<file path="src/hdl/erv_pkg.sv">
`timescale 1ns / 1ps
package erv_pkg;

    localparam int TRIG_STAGES = 16;
    localparam int TRIG_LAT    = TRIG_STAGES + 3;

    localparam int VEC_W   = 36;
    localparam int CS_W    = 32;
    localparam int PROD_W  = VEC_W + CS_W;
    localparam int SUM_W   = PROD_W + 1;
    localparam int CX_W    = 33;
    localparam int CZ_W    = 34;
    localparam int MAG_W   = 31;
    localparam int SQ_W    = 64;
    localparam int SQRT_STEPS = 32;
    localparam int LEN_W   = 32;
    localparam int Q_W     = 15;
    localparam int FRAC_SH = 14;
    localparam int REM_W   = 47;
    localparam int OUT_W   = 16;
    localparam int RES_W   = 3 * OUT_W + 1;

    localparam logic [1:0] REG_ANGLE_X = 2'd0;
    localparam logic [1:0] REG_ANGLE_Y = 2'd1;
    localparam logic [1:0] REG_ANGLE_Z = 2'd2;

    localparam logic signed [CX_W-1:0] CORDIC_GAIN = 33'sd652032874;

    typedef struct packed {
        logic [1:0]              axis;
        logic                    flip;
        logic signed [CX_W-1:0]  x;
        logic signed [CX_W-1:0]  y;
        logic signed [CZ_W-1:0]  z;
    } cordic_t;

    typedef struct packed {
        logic [2:0][MAG_W-1:0] mag;
        logic [2:0]            neg;
        logic                  zero;
    } side_t;

    typedef struct packed {
        logic [SQ_W-1:0] rem;
        logic [SQ_W-1:0] root;
        side_t           side;
    } sqrt_t;

    typedef struct packed {
        logic [2:0][REM_W-1:0] rem;
        logic [2:0][Q_W-1:0]   quo;
        logic [LEN_W-1:0]      len;
        logic [2:0]            neg;
        logic                  zero;
    } div_t;

    // arctan(2^-i) in Q2.30
    function automatic logic [31:0] atan_q30(input logic [4:0] idx);
        logic [31:0] v;
        unique case (idx)
            5'd0:  v = 32'h3243F6A8;
            5'd1:  v = 32'h1DAC6705;
            5'd2:  v = 32'h0FADBAFC;
            5'd3:  v = 32'h07F56EA6;
            5'd4:  v = 32'h03FEAB76;
            5'd5:  v = 32'h01FFD55B;
            5'd6:  v = 32'h00FFFAAA;
            5'd7:  v = 32'h007FFF55;
            5'd8:  v = 32'h003FFFEA;
            5'd9:  v = 32'h001FFFFD;
            5'd10: v = 32'h000FFFFF;
            5'd11: v = 32'h0007FFFF;
            5'd12: v = 32'h0003FFFF;
            5'd13: v = 32'h0001FFFF;
            5'd14: v = 32'h0000FFFF;
            5'd15: v = 32'h00007FFF;
            5'd16: v = 32'h00003FFF;
            5'd17: v = 32'h00001FFF;
            5'd18: v = 32'h00000FFF;
            5'd19: v = 32'h000007FF;
            5'd20: v = 32'h000003FF;
            5'd21: v = 32'h000001FF;
            5'd22: v = 32'h000000FF;
            5'd23: v = 32'h0000007F;
            5'd24: v = 32'h0000003F;
            5'd25: v = 32'h0000001F;
            5'd26: v = 32'h0000000F;
            5'd27: v = 32'h00000008;
            5'd28: v = 32'h00000004;
            5'd29: v = 32'h00000002;
            5'd30: v = 32'h00000001;
            5'd31: v = 32'h00000000;
        endcase
        return v;
    endfunction

endpackage

</file>
<file path="src/hdl/erv_sqrt_cell.sv">
`timescale 1ns / 1ps
module erv_sqrt_cell (
    input  logic           aclk,
    input  logic           en,
    input  logic [4:0]     idx,
    input  erv_pkg::sqrt_t s_in,
    output erv_pkg::sqrt_t s_out
);
    import erv_pkg::*;

    sqrt_t           s_reg, s_next;
    logic [SQ_W-1:0] bit_w, trial;

    // one result bit per cell
    always_comb begin
        bit_w  = SQ_W'(1) << (6'd62 - {idx, 1'b0});
        trial  = s_in.root + bit_w;
        s_next = s_in;
        if (s_in.rem >= trial) begin
            s_next.rem  = s_in.rem - trial;
            s_next.root = (s_in.root >> 1) + bit_w;
        end else begin
            s_next.root = s_in.root >> 1;
        end
    end

    always_ff @(posedge aclk) begin
        if (en) begin
            s_reg <= s_next;
        end
    end

    assign s_out = s_reg;

endmodule

</file>
<file path="config.mk">
export PLATFORM = sky130hd
export DESIGN_NAME = erv_sqrt_cell
export DESIGN_NICKNAME = d
export VERILOG_FILES = /design/src/hdl/erv_pkg.sv /design/src/hdl/erv_sqrt_cell.sv
export SDC_FILE = /design/constraint.sdc
export NUM_CORES = 1
export LEC_CHECK = 0
export BUFFER_PORTS_ARGS = -buffer_cell sky130_fd_sc_hd__buf_2
export CAP_MARGIN = 20
export CORE_MARGIN = 4
export CORE_UTILIZATION = 45
export DETAILED_ROUTE_END_ITERATION = 8
export GPL_ROUTABILITY_DRIVEN = 1
export PLACE_DENSITY = 0.73
export REMOVE_ABC_BUFFERS = 1
export SLEW_MARGIN = 20
export SYNTH_ARGS = -nofsm -noshare
export SYNTH_HDL_FRONTEND = slang
export SYNTH_SLANG_ARGS = --single-unit
</file>
<file path="constraint.sdc">
create_clock -name aclk -period 9.3 [get_ports aclk]
set_clock_uncertainty 0.1 [all_clocks]
set_input_delay 1.86 -clock aclk [delete_from_list [all_inputs] [get_ports aclk]]
set_output_delay 1.86 -clock aclk [all_outputs]
set_load 0.05 [all_outputs]
</file>
==> metrics.txt <==
post-route minimum period=around 8 ns; Setup CP Type=input port to flop; most common library cell in the layout ignoring fill and taps=buf_2; number of flops mapped to enable cells by yosys=225; number of global-route vias before repair=14.97k; largest stage delay on the critical path=0.71 ns; element type at the critical path start=input port; synthesized area=17080 µm²; die footprint=between 40000 and 50000 µm²; Die W=202.8 µm; Initial Util=a little under half; clock power share=30.7%; CP delay by family, top=compound AO/OA/AOI/OAI gates; GRT Resource Usage Total=26.24%; final setup fails=0; Sw Ratio=~37%; Post-Route Setup TNS=0 ns; pre-CTS setup slack=~0.78 ns; Layout Cells excl Fill=2776; critical path peak fanout=73; most frequent cells in the layout=buf_2 (455), edfxtp_1 (225), nand2_1 (199); drt via density=5.700; num ports=457; Clock Tree Buf Depth=3; hold_buf cts=0; CTS tree=done; Leak=8.493 nW; peak supply drop=0.1273 mV; internal power=between 0.002 and 0.0025 W; FMAX=0.1250 GHz; worst path arrival time=8.20 ns; total wire length=57840 µm; area share of the largest cell type after synthesis=a little under 40%; CTS Buf Count=27; num rows=71; Hold Crit Class=input port to flop; Post-Place Cells=2720; status=completed; max reg flops=between 200 and 250; share of layout cells above drive strength 1=approximately a quarter; CP Buf/Inv Count=3; Final Hold Fails=0; RSZ-0062 raised after global routing=no; antenna-violating nets left=0; Syn Area/Cell=9.387 µm²; Sink Count=225; Die Y=202.8 µm; Rel. slew slack=29.91%; register area share after synthesis=about two fifths; Post-Syn Instances=~1.8k; dpl cell area=19730 µm²; htree depth=1; Yosys reg bits=225; core area=37580 µm²; max-slew violation count=0; HPWL Detailed=roughly 46000 µm; final period utilization=86.02%; Final WS setup=1.301 ns; Clock Pin Slew Worst Setup and Hold Paths=0.06 ns; Final GP Congestion=0.9692; Min Hold Slack=between 1 and 1.5 ns; Distinct cells, synth=91; Comb pwr share=roughly a third; IO buf count=456; Flop pwr share=between 30% and 40%; Async SR Flop Fraction=0%; critical path capture point type=flop; initial antenna violation count=12; Worst Path Required=about 9.5 ns; DR iter-0 viols=1391; Post-CTS Resized=0; Overflow after GRT=0; setup bufs post-CTS=0; PD cells=174.5 nW/µm²; most area-hungry cell type in the Yosys netlist=edfxtp_1; DRC errors left=0; Final nets=2597; main area contributors after synthesis=edfxtp_1 (40%), ha_1 (9.2%), xor2_1 (4.8%); largest net degree at the start of global routing=145; Area Growth Syn to Fin=20.99%; Max Cap Viol=0; post-route cell area=20660 µm²; routed len/inst=20.83 µm; Switch Pwr=approximately 0.0013 W; Syn. warnings=0; Main synth FF type=edfxtp_1; DR vias=15.82k; CP max stage cell=a221o_4; detailed-router iteration count before antenna repair=6; Tightest Pin Transition=1.051 ns; clock root buffer=clkbuf_16; first-pass GRT wire length=85960 µm
==> final timing paths <==
path / start / endpoint / slack (ns) / depth (start not counted)
worst max-delay path: idx[0] / s_out[166]$_DFFE_PP_ / 1.30 / 25
worst min-delay path: s_in[35] / s_out[35]$_DFFE_PP_ / 1.37 / 1
==> cell usage after synthesis, types with 16 or more instances <==
library cell	count
a21o_1	40
o21a_1	16
xnor2_1	87
and3_1	17
nand2_1	199
a21oi_2	23
nand3_1	30
clkbuf_1	45
nor2_1	182
nor2b_1	17
nor2_2	18
nand4_1	43
xor2_1	93
nand2b_1	18
a31oi_1	52
o21bai_1	28
edfxtp_1	225
o21ai_1	17
o21ai_0	121
ha_1	126
a21oi_1	159
inv_1	34
==> metrics by stage <==
step	power [W]	utilization, %
2_1_floorplan	0.002144	-
3_3_place_gp	0.002500	52.49
3_5_place_dp	0.002508	52.49
4_1_cts	0.003625	54.91
5_1_grt	0.003763	54.98
6_report	0.003605	54.98
==> cell families after synthesis <==
logic type | synth area share, %
XOR/XNOR | 9.233
adder cells (fa/ha/maj) | 9.409
AO/OA/AOI/OAI | 21.68
AND/OR/NAND/NOR | 17.01
buffers and inverters | 3.100
flip-flops | 39.57
==> layout make-up <==
cell class / count / area (µm²)
antenna: 9 / 22.52
tap: 511 / 639.4
inverter: 34 / 127.6
timing repair buffer: 464 / 2394
multi-input combinational: 1486 / 9812
clock inverter: 15 / 212.7
clock buffer: 32 / 694.4
sequential: 225 / 6756
fill: 3467 / 16920
==> routing by layer <==
layer	vias up	wire [µm]	share of wire, %	track usage (%)
li1	7624	-	-	-
met1	7467	24850	43	35.67
met2	631	27440	47	44.12
met3	97	3957	6.8	3.322
met4	4	1561	2.7	7.881
met5	-	25	0.043	0
==> power groups by stage <==
stage / Clock (W) / Sequential, W / Combinational [W]
2_1_floorplan: 0 / 0.00169 / 0.000456
3_3_place_gp: 0 / 0.00131 / 0.00119
3_5_place_dp: 0 / 0.00131 / 0.00120
4_1_cts: 0.00113 / 0.00129 / 0.00121
5_1_grt: 0.00118 / 0.00129 / 0.00129
6_report: 0.00111 / 0.00128 / 0.00121
No activity file was read; power rests on OpenSTA's default activity.
