===== src/hdl/erv_pkg.sv =====
`timescale 1ns / 1ps
package erv_pkg;

    localparam int TRIG_STAGES = 16;
    localparam int TRIG_LAT    = TRIG_STAGES + 3;

    localparam int VEC_W   = 36;
    localparam int CS_W    = 32;
    localparam int PROD_W  = VEC_W + CS_W;
    localparam int SUM_W   = PROD_W + 1;
    localparam int CX_W    = 33;
    localparam int CZ_W    = 34;
    localparam int MAG_W   = 31;
    localparam int SQ_W    = 64;
    localparam int SQRT_STEPS = 32;
    localparam int LEN_W   = 32;
    localparam int Q_W     = 15;
    localparam int FRAC_SH = 14;
    localparam int REM_W   = 47;
    localparam int OUT_W   = 16;
    localparam int RES_W   = 3 * OUT_W + 1;

    localparam logic [1:0] REG_ANGLE_X = 2'd0;
    localparam logic [1:0] REG_ANGLE_Y = 2'd1;
    localparam logic [1:0] REG_ANGLE_Z = 2'd2;

    localparam logic signed [CX_W-1:0] CORDIC_GAIN = 33'sd652032874;

    typedef struct packed {
        logic [1:0]              axis;
        logic                    flip;
        logic signed [CX_W-1:0]  x;
        logic signed [CX_W-1:0]  y;
        logic signed [CZ_W-1:0]  z;
    } cordic_t;

    typedef struct packed {
        logic [2:0][MAG_W-1:0] mag;
        logic [2:0]            neg;
        logic                  zero;
    } side_t;

    typedef struct packed {
        logic [SQ_W-1:0] rem;
        logic [SQ_W-1:0] root;
        side_t           side;
    } sqrt_t;

    typedef struct packed {
        logic [2:0][REM_W-1:0] rem;
        logic [2:0][Q_W-1:0]   quo;
        logic [LEN_W-1:0]      len;
        logic [2:0]            neg;
        logic                  zero;
    } div_t;

    // arctan(2^-i) in Q2.30
    function automatic logic [31:0] atan_q30(input logic [4:0] idx);
        logic [31:0] v;
        unique case (idx)
            5'd0:  v = 32'h3243F6A8;
            5'd1:  v = 32'h1DAC6705;
            5'd2:  v = 32'h0FADBAFC;
            5'd3:  v = 32'h07F56EA6;
            5'd4:  v = 32'h03FEAB76;
            5'd5:  v = 32'h01FFD55B;
            5'd6:  v = 32'h00FFFAAA;
            5'd7:  v = 32'h007FFF55;
            5'd8:  v = 32'h003FFFEA;
            5'd9:  v = 32'h001FFFFD;
            5'd10: v = 32'h000FFFFF;
            5'd11: v = 32'h0007FFFF;
            5'd12: v = 32'h0003FFFF;
            5'd13: v = 32'h0001FFFF;
            5'd14: v = 32'h0000FFFF;
            5'd15: v = 32'h00007FFF;
            5'd16: v = 32'h00003FFF;
            5'd17: v = 32'h00001FFF;
            5'd18: v = 32'h00000FFF;
            5'd19: v = 32'h000007FF;
            5'd20: v = 32'h000003FF;
            5'd21: v = 32'h000001FF;
            5'd22: v = 32'h000000FF;
            5'd23: v = 32'h0000007F;
            5'd24: v = 32'h0000003F;
            5'd25: v = 32'h0000001F;
            5'd26: v = 32'h0000000F;
            5'd27: v = 32'h00000008;
            5'd28: v = 32'h00000004;
            5'd29: v = 32'h00000002;
            5'd30: v = 32'h00000001;
            5'd31: v = 32'h00000000;
        endcase
        return v;
    endfunction

endpackage


===== src/hdl/erv_div_cell.sv =====
`timescale 1ns / 1ps
module erv_div_cell (
    input  logic          aclk,
    input  logic          en,
    input  logic [3:0]    idx,
    input  erv_pkg::div_t d_in,
    output erv_pkg::div_t d_out
);
    import erv_pkg::*;

    div_t             d_reg, d_next;
    logic [REM_W-1:0] cmp;

    // one quotient bit per cell on all three lanes
    always_comb begin
        cmp    = {{(REM_W-LEN_W){1'b0}}, d_in.len} << idx;
        d_next = d_in;
        for (int j = 0; j < 3; j++) begin
            if (d_in.rem[j] >= cmp) begin
                d_next.rem[j] = d_in.rem[j] - cmp;
                d_next.quo[j] = d_in.quo[j] | (Q_W'(1) << idx);
            end
        end
    end

    always_ff @(posedge aclk) begin
        if (en) begin
            d_reg <= d_next;
        end
    end

    assign d_out = d_reg;

endmodule

===== config.mk =====
export PLATFORM = sky130hd
export DESIGN_NAME = erv_div_cell
export DESIGN_NICKNAME = d
export VERILOG_FILES = /design/src/hdl/erv_pkg.sv /design/src/hdl/erv_div_cell.sv
export SDC_FILE = /design/constraint.sdc
export NUM_CORES = 1
export LEC_CHECK = 0
export BUFFER_PORTS_ARGS = -buffer_cell sky130_fd_sc_hd__buf_4
export CORE_MARGIN = 2
export CORE_UTILIZATION = 40
export DETAILED_ROUTE_END_ITERATION = 6
export PLACE_DENSITY_LB_ADDON = 0.2
export SETUP_SLACK_MARGIN = 0.3
export SLEW_MARGIN = 10
export SYNTH_ARGS = -nofsm -noshare
export SYNTH_HDL_FRONTEND = slang
export SYNTH_SLANG_ARGS = --single-unit

===== constraint.sdc =====
create_clock -name aclk -period 13.2 [get_ports aclk]
set_clock_uncertainty 0.05 [all_clocks]
set_input_delay 1.32 -clock aclk [delete_from_list [all_inputs] [get_ports aclk]]
set_output_delay 1.32 -clock aclk [all_outputs]
set_load 0.02 [all_outputs]

==> impl_results.md, run 1 <==
- Status: finished, final reports clean
- Rel. slew slack: 0.284
- Commonest non-fill, non-tap cell in the layout: buf_4
- Hold Path Depth: 1
- Residual DRC: 0
- Critical-path cell list: buf_4 -> mux2_2 -> o21ai_0 -> nor2_1 -> a21oi_1 -> nor2_1 -> a21oi_1 -> ha_1 -> nand4_1 -> a21oi_1 -> o21ai_0 -> a2111oi_2 -> o211ai_1 -> a21oi_1 -> a31oi_4 -> buf_4 -> o21ai_0
- Drt initial violations: 1214
- Row count: 79
- Fraction of layout cells with a size suffix above 1: 0.257
- Placed Area: 0.0226 mm²
- Via count: 17519
- Peak VDD IR: 0.0901 mV
- Largest delay share family, worst path: compound AO/OA/AOI/OAI gates
- Post-cts sizing count: 0
- Gr ovfl total: 0
- Total GRT Usage: 0.277
- Setup WS pre-CTS: 6.22 ns
- CP Class: in -> reg
- Most frequent cells in the layout: buf_4 (463), edfxtp_1 (222), nand2_1 (199)
- 1st-pass router iterations: 5
- CP arrival: 6.67 ns
- Async SR Flop Fraction: 0
- Largest register FFs: 222
- Postcts setup bufs: 0
- Most frequent CP cell: a21oi_1
- Core ar.: 0.0465 mm²
- Yosys warnings: 0
- Synth Net Count: 2359
- Worst Hold Endpoint: d_out[3]$_DFFE_PP_
- Final core utilization: 0.506
- Endpoint class of the critical path: flop
- Yosys reg bits: 222
- Final Hold Viols: 0
- CP max stage delay: 0.61 ns
- Root Buffer: clkbuf_16
- DR vias/cell: 5.84
- Bufs on Longest Clock Path: 3
- Avg Synthesized Cell Area: 9.48 µm²
- Clock transition at path regs: 0.06 ns
- Number of max-cap violations: 0
- Final WS setup: 6.78 ns
- Worst Tran Pin Value: 1.06 ns
- Tmin final: 6.42 ns
- WP buf/inv: 2
- Number of distinct library cells after synthesis: 82
- Buffers on Ports: 449
- Pwr Density: 131 mW/mm²
- Crit-path slowest cell: a2111oi_2
- Crit Path Max Fanout: 49
- Placer Congestion: 0.971
- Max Fclk: 156 MHz
- Vias in the first global route: 17080
- Initial Util: 0.405
- Final setup violating endpoints: 0
- First-pass GRT wire length: 104 mm
- Routed wire length: 70.8 mm
- Die Area: 0.0488 mm²
- Worst path depth: 17
- P_leak: 9.84 nW
- WP data required: 13.45 ns
- Mapped cell area: 0.0188 mm²
- TNS Setup: 0 ns
- I/O pins: 450
- RSZ-0062 raised after global routing: no
- Tot Pwr: 3.08 mW
- Final ANT Viol Nets: 0
- Cells after Synth: 1984
- Hold Path Class: in -> reg
- Largest net degree at the start of global routing: 87
- Inserted Clock Buffers: 26
- H-tree depth: 1
- Top_reg_cell synth: edfxtp_1
- Final Max Slew Viols: 0
- Clock sink count: 222
- Die Y: 221 µm
- Post-DP HPWL: 57.1 mm
- CTS tree: yes
- Final Cycle Share: 0.486
- Initial antenna violation count: 1
- Layout Nets: 2748
- Post-synth EDFFs: 222
- Area Overhead vs Synth: 25.0%
- Die Wd: 221 µm
- Post-CTS Hold Fix Bufs: 0
- CP startpoint kind: input port
- WL per Instance: 23.6 µm
- Sequential-to-total area share from yosys stat: 0.354
- Hold_sp: d_in[3]
- Diodes inserted: 0
- Post-route cell area: 0.0235 mm²
[cell usage after synthesis, drive strengths merged (6+ instances only)]
cell type | n | area, µm²
edfxtp | 222 | 6670
nand2 | 201 | 762
a21oi | 188 | 945
ha | 144 | 1800
o21ai | 143 | 716
nor2 | 124 | 465
mux2 | 102 | 1160
a21o | 101 | 758
xnor2 | 80 | 701
clkbuf | 68 | 255
inv | 65 | 244
o21bai | 62 | 465
nand3 | 42 | 210
nor3 | 42 | 210
nand4 | 37 | 231
xor2 | 36 | 315
buf | 35 | 230
mux2i | 29 | 290
a211oi | 20 | 170
mux4 | 19 | 428
and3 | 17 | 106
o21a | 16 | 120
a31oi | 15 | 109
nor2b | 14 | 87.6
o31ai | 14 | 119
or3 | 12 | 75.1
nand2b | 10 | 62.6
nor3b | 10 | 75.1
a21boi | 9 | 71.3
o211ai | 9 | 82.6
and2 | 8 | 55.1
a2111oi | 6 | 71.3
or2 | 6 | 37.5
[kinds of logic (layout without fill, tap and decap cells)]
group                    count (synthesis)  in the layout  share of synthesized area
AND/OR/NAND/NOR                        540            540                      0.134
multiplexers                           150            150                     0.0996
AO/OA/AOI/OAI                          641            641                      0.220
XOR/XNOR                               116            116                     0.0540
flip-flops                             222            222                      0.354
adder cells (fa/ha/maj)                147            147                     0.0990
buffers and inverters                  168            577                     0.0388
[metrics by stage]
step	std cells	hold WS (ns)
after floorplan	1984	1.37
after global placement	2952	1.45
after detailed placement	2952	1.45
after CTS	3000	0.855
after global routing	3000	0.872
final	3000	0.891
[worst max path at each step]
stage	end	slack, ns	from
2_1_floorplan	d_out[200]$_DFFE_PP_	7.25	idx[0]
3_3_place_gp	d_out[154]$_DFFE_PP_	6.21	idx[1]
3_5_place_dp	d_out[154]$_DFFE_PP_	6.22	idx[1]
4_1_cts	d_out[154]$_DFFE_PP_	6.81	idx[1]
5_1_grt	d_out[154]$_DFFE_PP_	6.49	idx[1]
6_report	d_out[154]$_DFFE_PP_	6.78	idx[1]
[final cells by class]
class	instances	area, µm²
clock buffer	28	679
clock inverter	20	239
fill	4370	22900
inverter	65	244
multi-input combinational	1594	11400
sequential	222	6670
tap	607	759
timing repair buffer	464	3490
[metal layers]
layer | up-vias | wire length, µm | track usage
li1 | 8276 | - | -
met1 | 8413 | 30900 | 0.371
met2 | 725 | 33200 | 0.463
met3 | 103 | 4510 | 0.0404
met4 | 2 | 2130 | 0.0831
met5 | - | 13 | 0
[power by group]
| part | internal, mW | switching, mW | total (mW) |
|---|---|---|---|
| logic | 0.542 | 0.788 | 1.33 |
| registers | 0.923 | 0.0471 | 0.970 |
| clock network | 0.469 | 0.309 | 0.779 |
Note: power is estimated with default switching activity, not from simulation.
==> run 2: changes to the inputs <==
==> constraint.sdc (replaced) <==
create_clock -name aclk -period 5.3 [get_ports aclk]
set_clock_uncertainty 0.05 [all_clocks]
set_input_delay 0.53 -clock aclk [delete_from_list [all_inputs] [get_ports aclk]]
set_output_delay 0.53 -clock aclk [all_outputs]
set_load 0.02 [all_outputs]
==> run 2 against run 1 <==
Net effect:
- wire length up 1.9%
- die area unchanged
- utilization up 2.1 points
==> impl_results.md, run 2 (synthesis results as in run 1) <==
- Status: finished, final reports clean
- Initial antenna violation count: 0 (-1)
- Initial Util: 0.405 (unchanged)
- Total GRT Usage: 0.283 (+0.00670)
- CP arrival: 4.98 ns (-1.69 ns)
- Peak VDD IR: 0.238 mV (+160%)
- Gr ovfl total: 0 (unchanged)
- Tmin final: 4.70 ns
- Final WS setup: 0.598 ns (-6.18 ns)
- First-pass GRT wire length: 107 mm (+2.2%)
- Die Area: 0.0488 mm² (unchanged)
- Setup WS pre-CTS: 0.0858 ns (-6.14 ns)
- Final Cycle Share: 0.887
- Largest net degree at the start of global routing: 93 (+6.9%)
- RSZ-0062 raised after global routing: no
- Hold Path Class: in -> reg
- WL per Instance: 23.2 µm (-1.7%)
- Buffers on Ports: 449 (unchanged)
- I/O pins: 450 (unchanged)
- Postcts setup bufs: 0 (unchanged)
- Routed wire length: 72.1 mm (+1.9%)
- 1st-pass router iterations: 6 (+1)
- Bufs on Longest Clock Path: 3 (unchanged)
- H-tree depth: 1 (unchanged)
- Number of max-cap violations: 0 (unchanged)
- Vias in the first global route: 17488 (+2.4%)
- Internal: 4.99 mW (+160%)
- Via count: 18051 (+3.0%)
- DR vias/cell: 5.80 (-0.61%)
- Final Hold Viols: 0 (unchanged)
- Final Max Slew Viols: 0 (unchanged)
- Final setup violating endpoints: 0 (unchanged)
- Post-CTS Hold Fix Bufs: 0 (unchanged)
- Fraction of layout cells with a size suffix above 1: 0.289 (+0.0323)
- Seq pwr share: 0.306 (-0.009)
- Sw frac: 0.368 (-0.00346)
- P_leak: 10.4 nW (+6.0%)
- Clock sink count: 222 (unchanged)
- Core ar.: 0.0465 mm² (unchanged)
- Die Wd: 221 µm (unchanged)
- Clock transition at path regs: 0.06 ns (about the same)
- Endpoint class of the critical path: flop
- CP startpoint kind: input port
- Final ANT Viol Nets: 0 (unchanged)
- Commonest non-fill, non-tap cell in the layout: buf_4
- CP Class: in -> reg
- Inserted Clock Buffers: 27 (+3.8%)
- P_sw: 2.91 mW (+150%)
- Max Fclk: 213 MHz
- Layout Nets: 2857 (+4.0%)
- TNS Setup: 0 ns (unchanged)
- Die Y: 221 µm (unchanged)
- Placer Congestion: 0.941 (-3.1%)
- Area Overhead vs Synth: 30.2%
- Clock power frac: 0.255 (+0.002)
- WP data required: 5.57 ns (-7.88 ns)
- Root Buffer: clkbuf_16
- Residual DRC: 0 (unchanged)
- Diodes inserted: 0 (unchanged)
- Pwr Density: 323 mW/mm² (+150%)
- Most frequent cells in the layout: buf_4 (560), edfxtp_1 (222), nand2_1 (199)
- Rel. slew slack: 0.409 (+0.125)
- Combinational power share: 0.439 (+0.007)
- Post-cts sizing count: 0 (unchanged)
- Post-DP HPWL: 59.3 mm (+3.8%)
- Drt initial violations: 1339 (+10%)
- CTS tree: yes
- Largest register FFs: 222 (unchanged)
- Crit Path Max Fanout: 61 (+24%)
- Worst Tran Pin Value: 0.877 ns (-0.186 ns)
- Row count: 79 (unchanged)
## run 2: cell count changes in the layout (fill, tap and decap cells not counted)
cell / previous run / this run
bufinv_16: 5 / 6
buf_4: 463 / 560
inv_6: 0 / 1
clkbuf_1: 1 / 2
clkinvlp_4: 3 / 2
buf_12: 0 / 11
## run 2: final cells by class
cell class / count / area, µm²
Clock buffer: 29 / 683
Clock inverter: 21 / 270
Fill cell: 4344 / 22000
Inverter: 65 / 244
Multi-Input combinational cell: 1594 / 11400
Sequential cell: 222 / 6670
Tap cell: 607 / 759
Timing Repair Buffer: 572 / 4440
## run 2: path summary, 6_finish.rpt
check	startpoint	to	slack, ns	cells past startpoint
min	d_in[2]	d_out[2]$_DFFE_PP_	0.08	1
max	idx[0]	d_out[150]$_DFFE_PP_	0.60	15
## run 2: critical path, stage by stage
cell and delay, ns:
buf_4 0.19, buf_12 0.19, mux4_2 0.54, mux2_2 0.33
o21ai_0 0.18, buf_4 0.19, ha_1 0.28, a21o_1 0.23
a2111oi_2 0.50, a2111oi_2 0.18, o211ai_1 0.39, a21oi_1 0.23
a31oi_4 0.30, buf_12 0.25, mux2_2 0.38
## run 2: per-layer routing
layer  GRT usage  wire length [µm]  vias to the layer above
li1            -                 -                     8499
met1       0.379             31200                     8684
met2       0.490             34600                      772
met3      0.0341              4690                       96
met4      0.0669              1680                        0
met5           0                 0                        -
## run 2: power by group through the flow
stage                     registers (mW)  logic (mW)  clock network (mW)
after floorplan                     2.75        1.76                   0
after global placement              2.45        3.43                   0
final                               2.42        3.47                2.02
after global routing                2.44        3.73                2.12
after detailed placement            2.44        3.43                   0
after CTS                           2.42        3.45                2.06
## run 2: per-stage QoR
stage / std cells / power [mW] / area (µm²) / hold WS (ns) / utilization
after floorplan: 1984 / 4.51 / 18800 / 0.579 / -
after global placement: 3060 / 5.88 / 23500 / 0.659 / 0.507
after detailed placement: 3060 / 5.87 / 23500 / 0.660 / 0.507
after CTS: 3110 / 7.94 / 24500 / 0.0453 / 0.527
after global routing: 3110 / 8.30 / 24500 / 0.0553 / 0.527
final: 3110 / 7.91 / 24500 / 0.0797 / 0.527
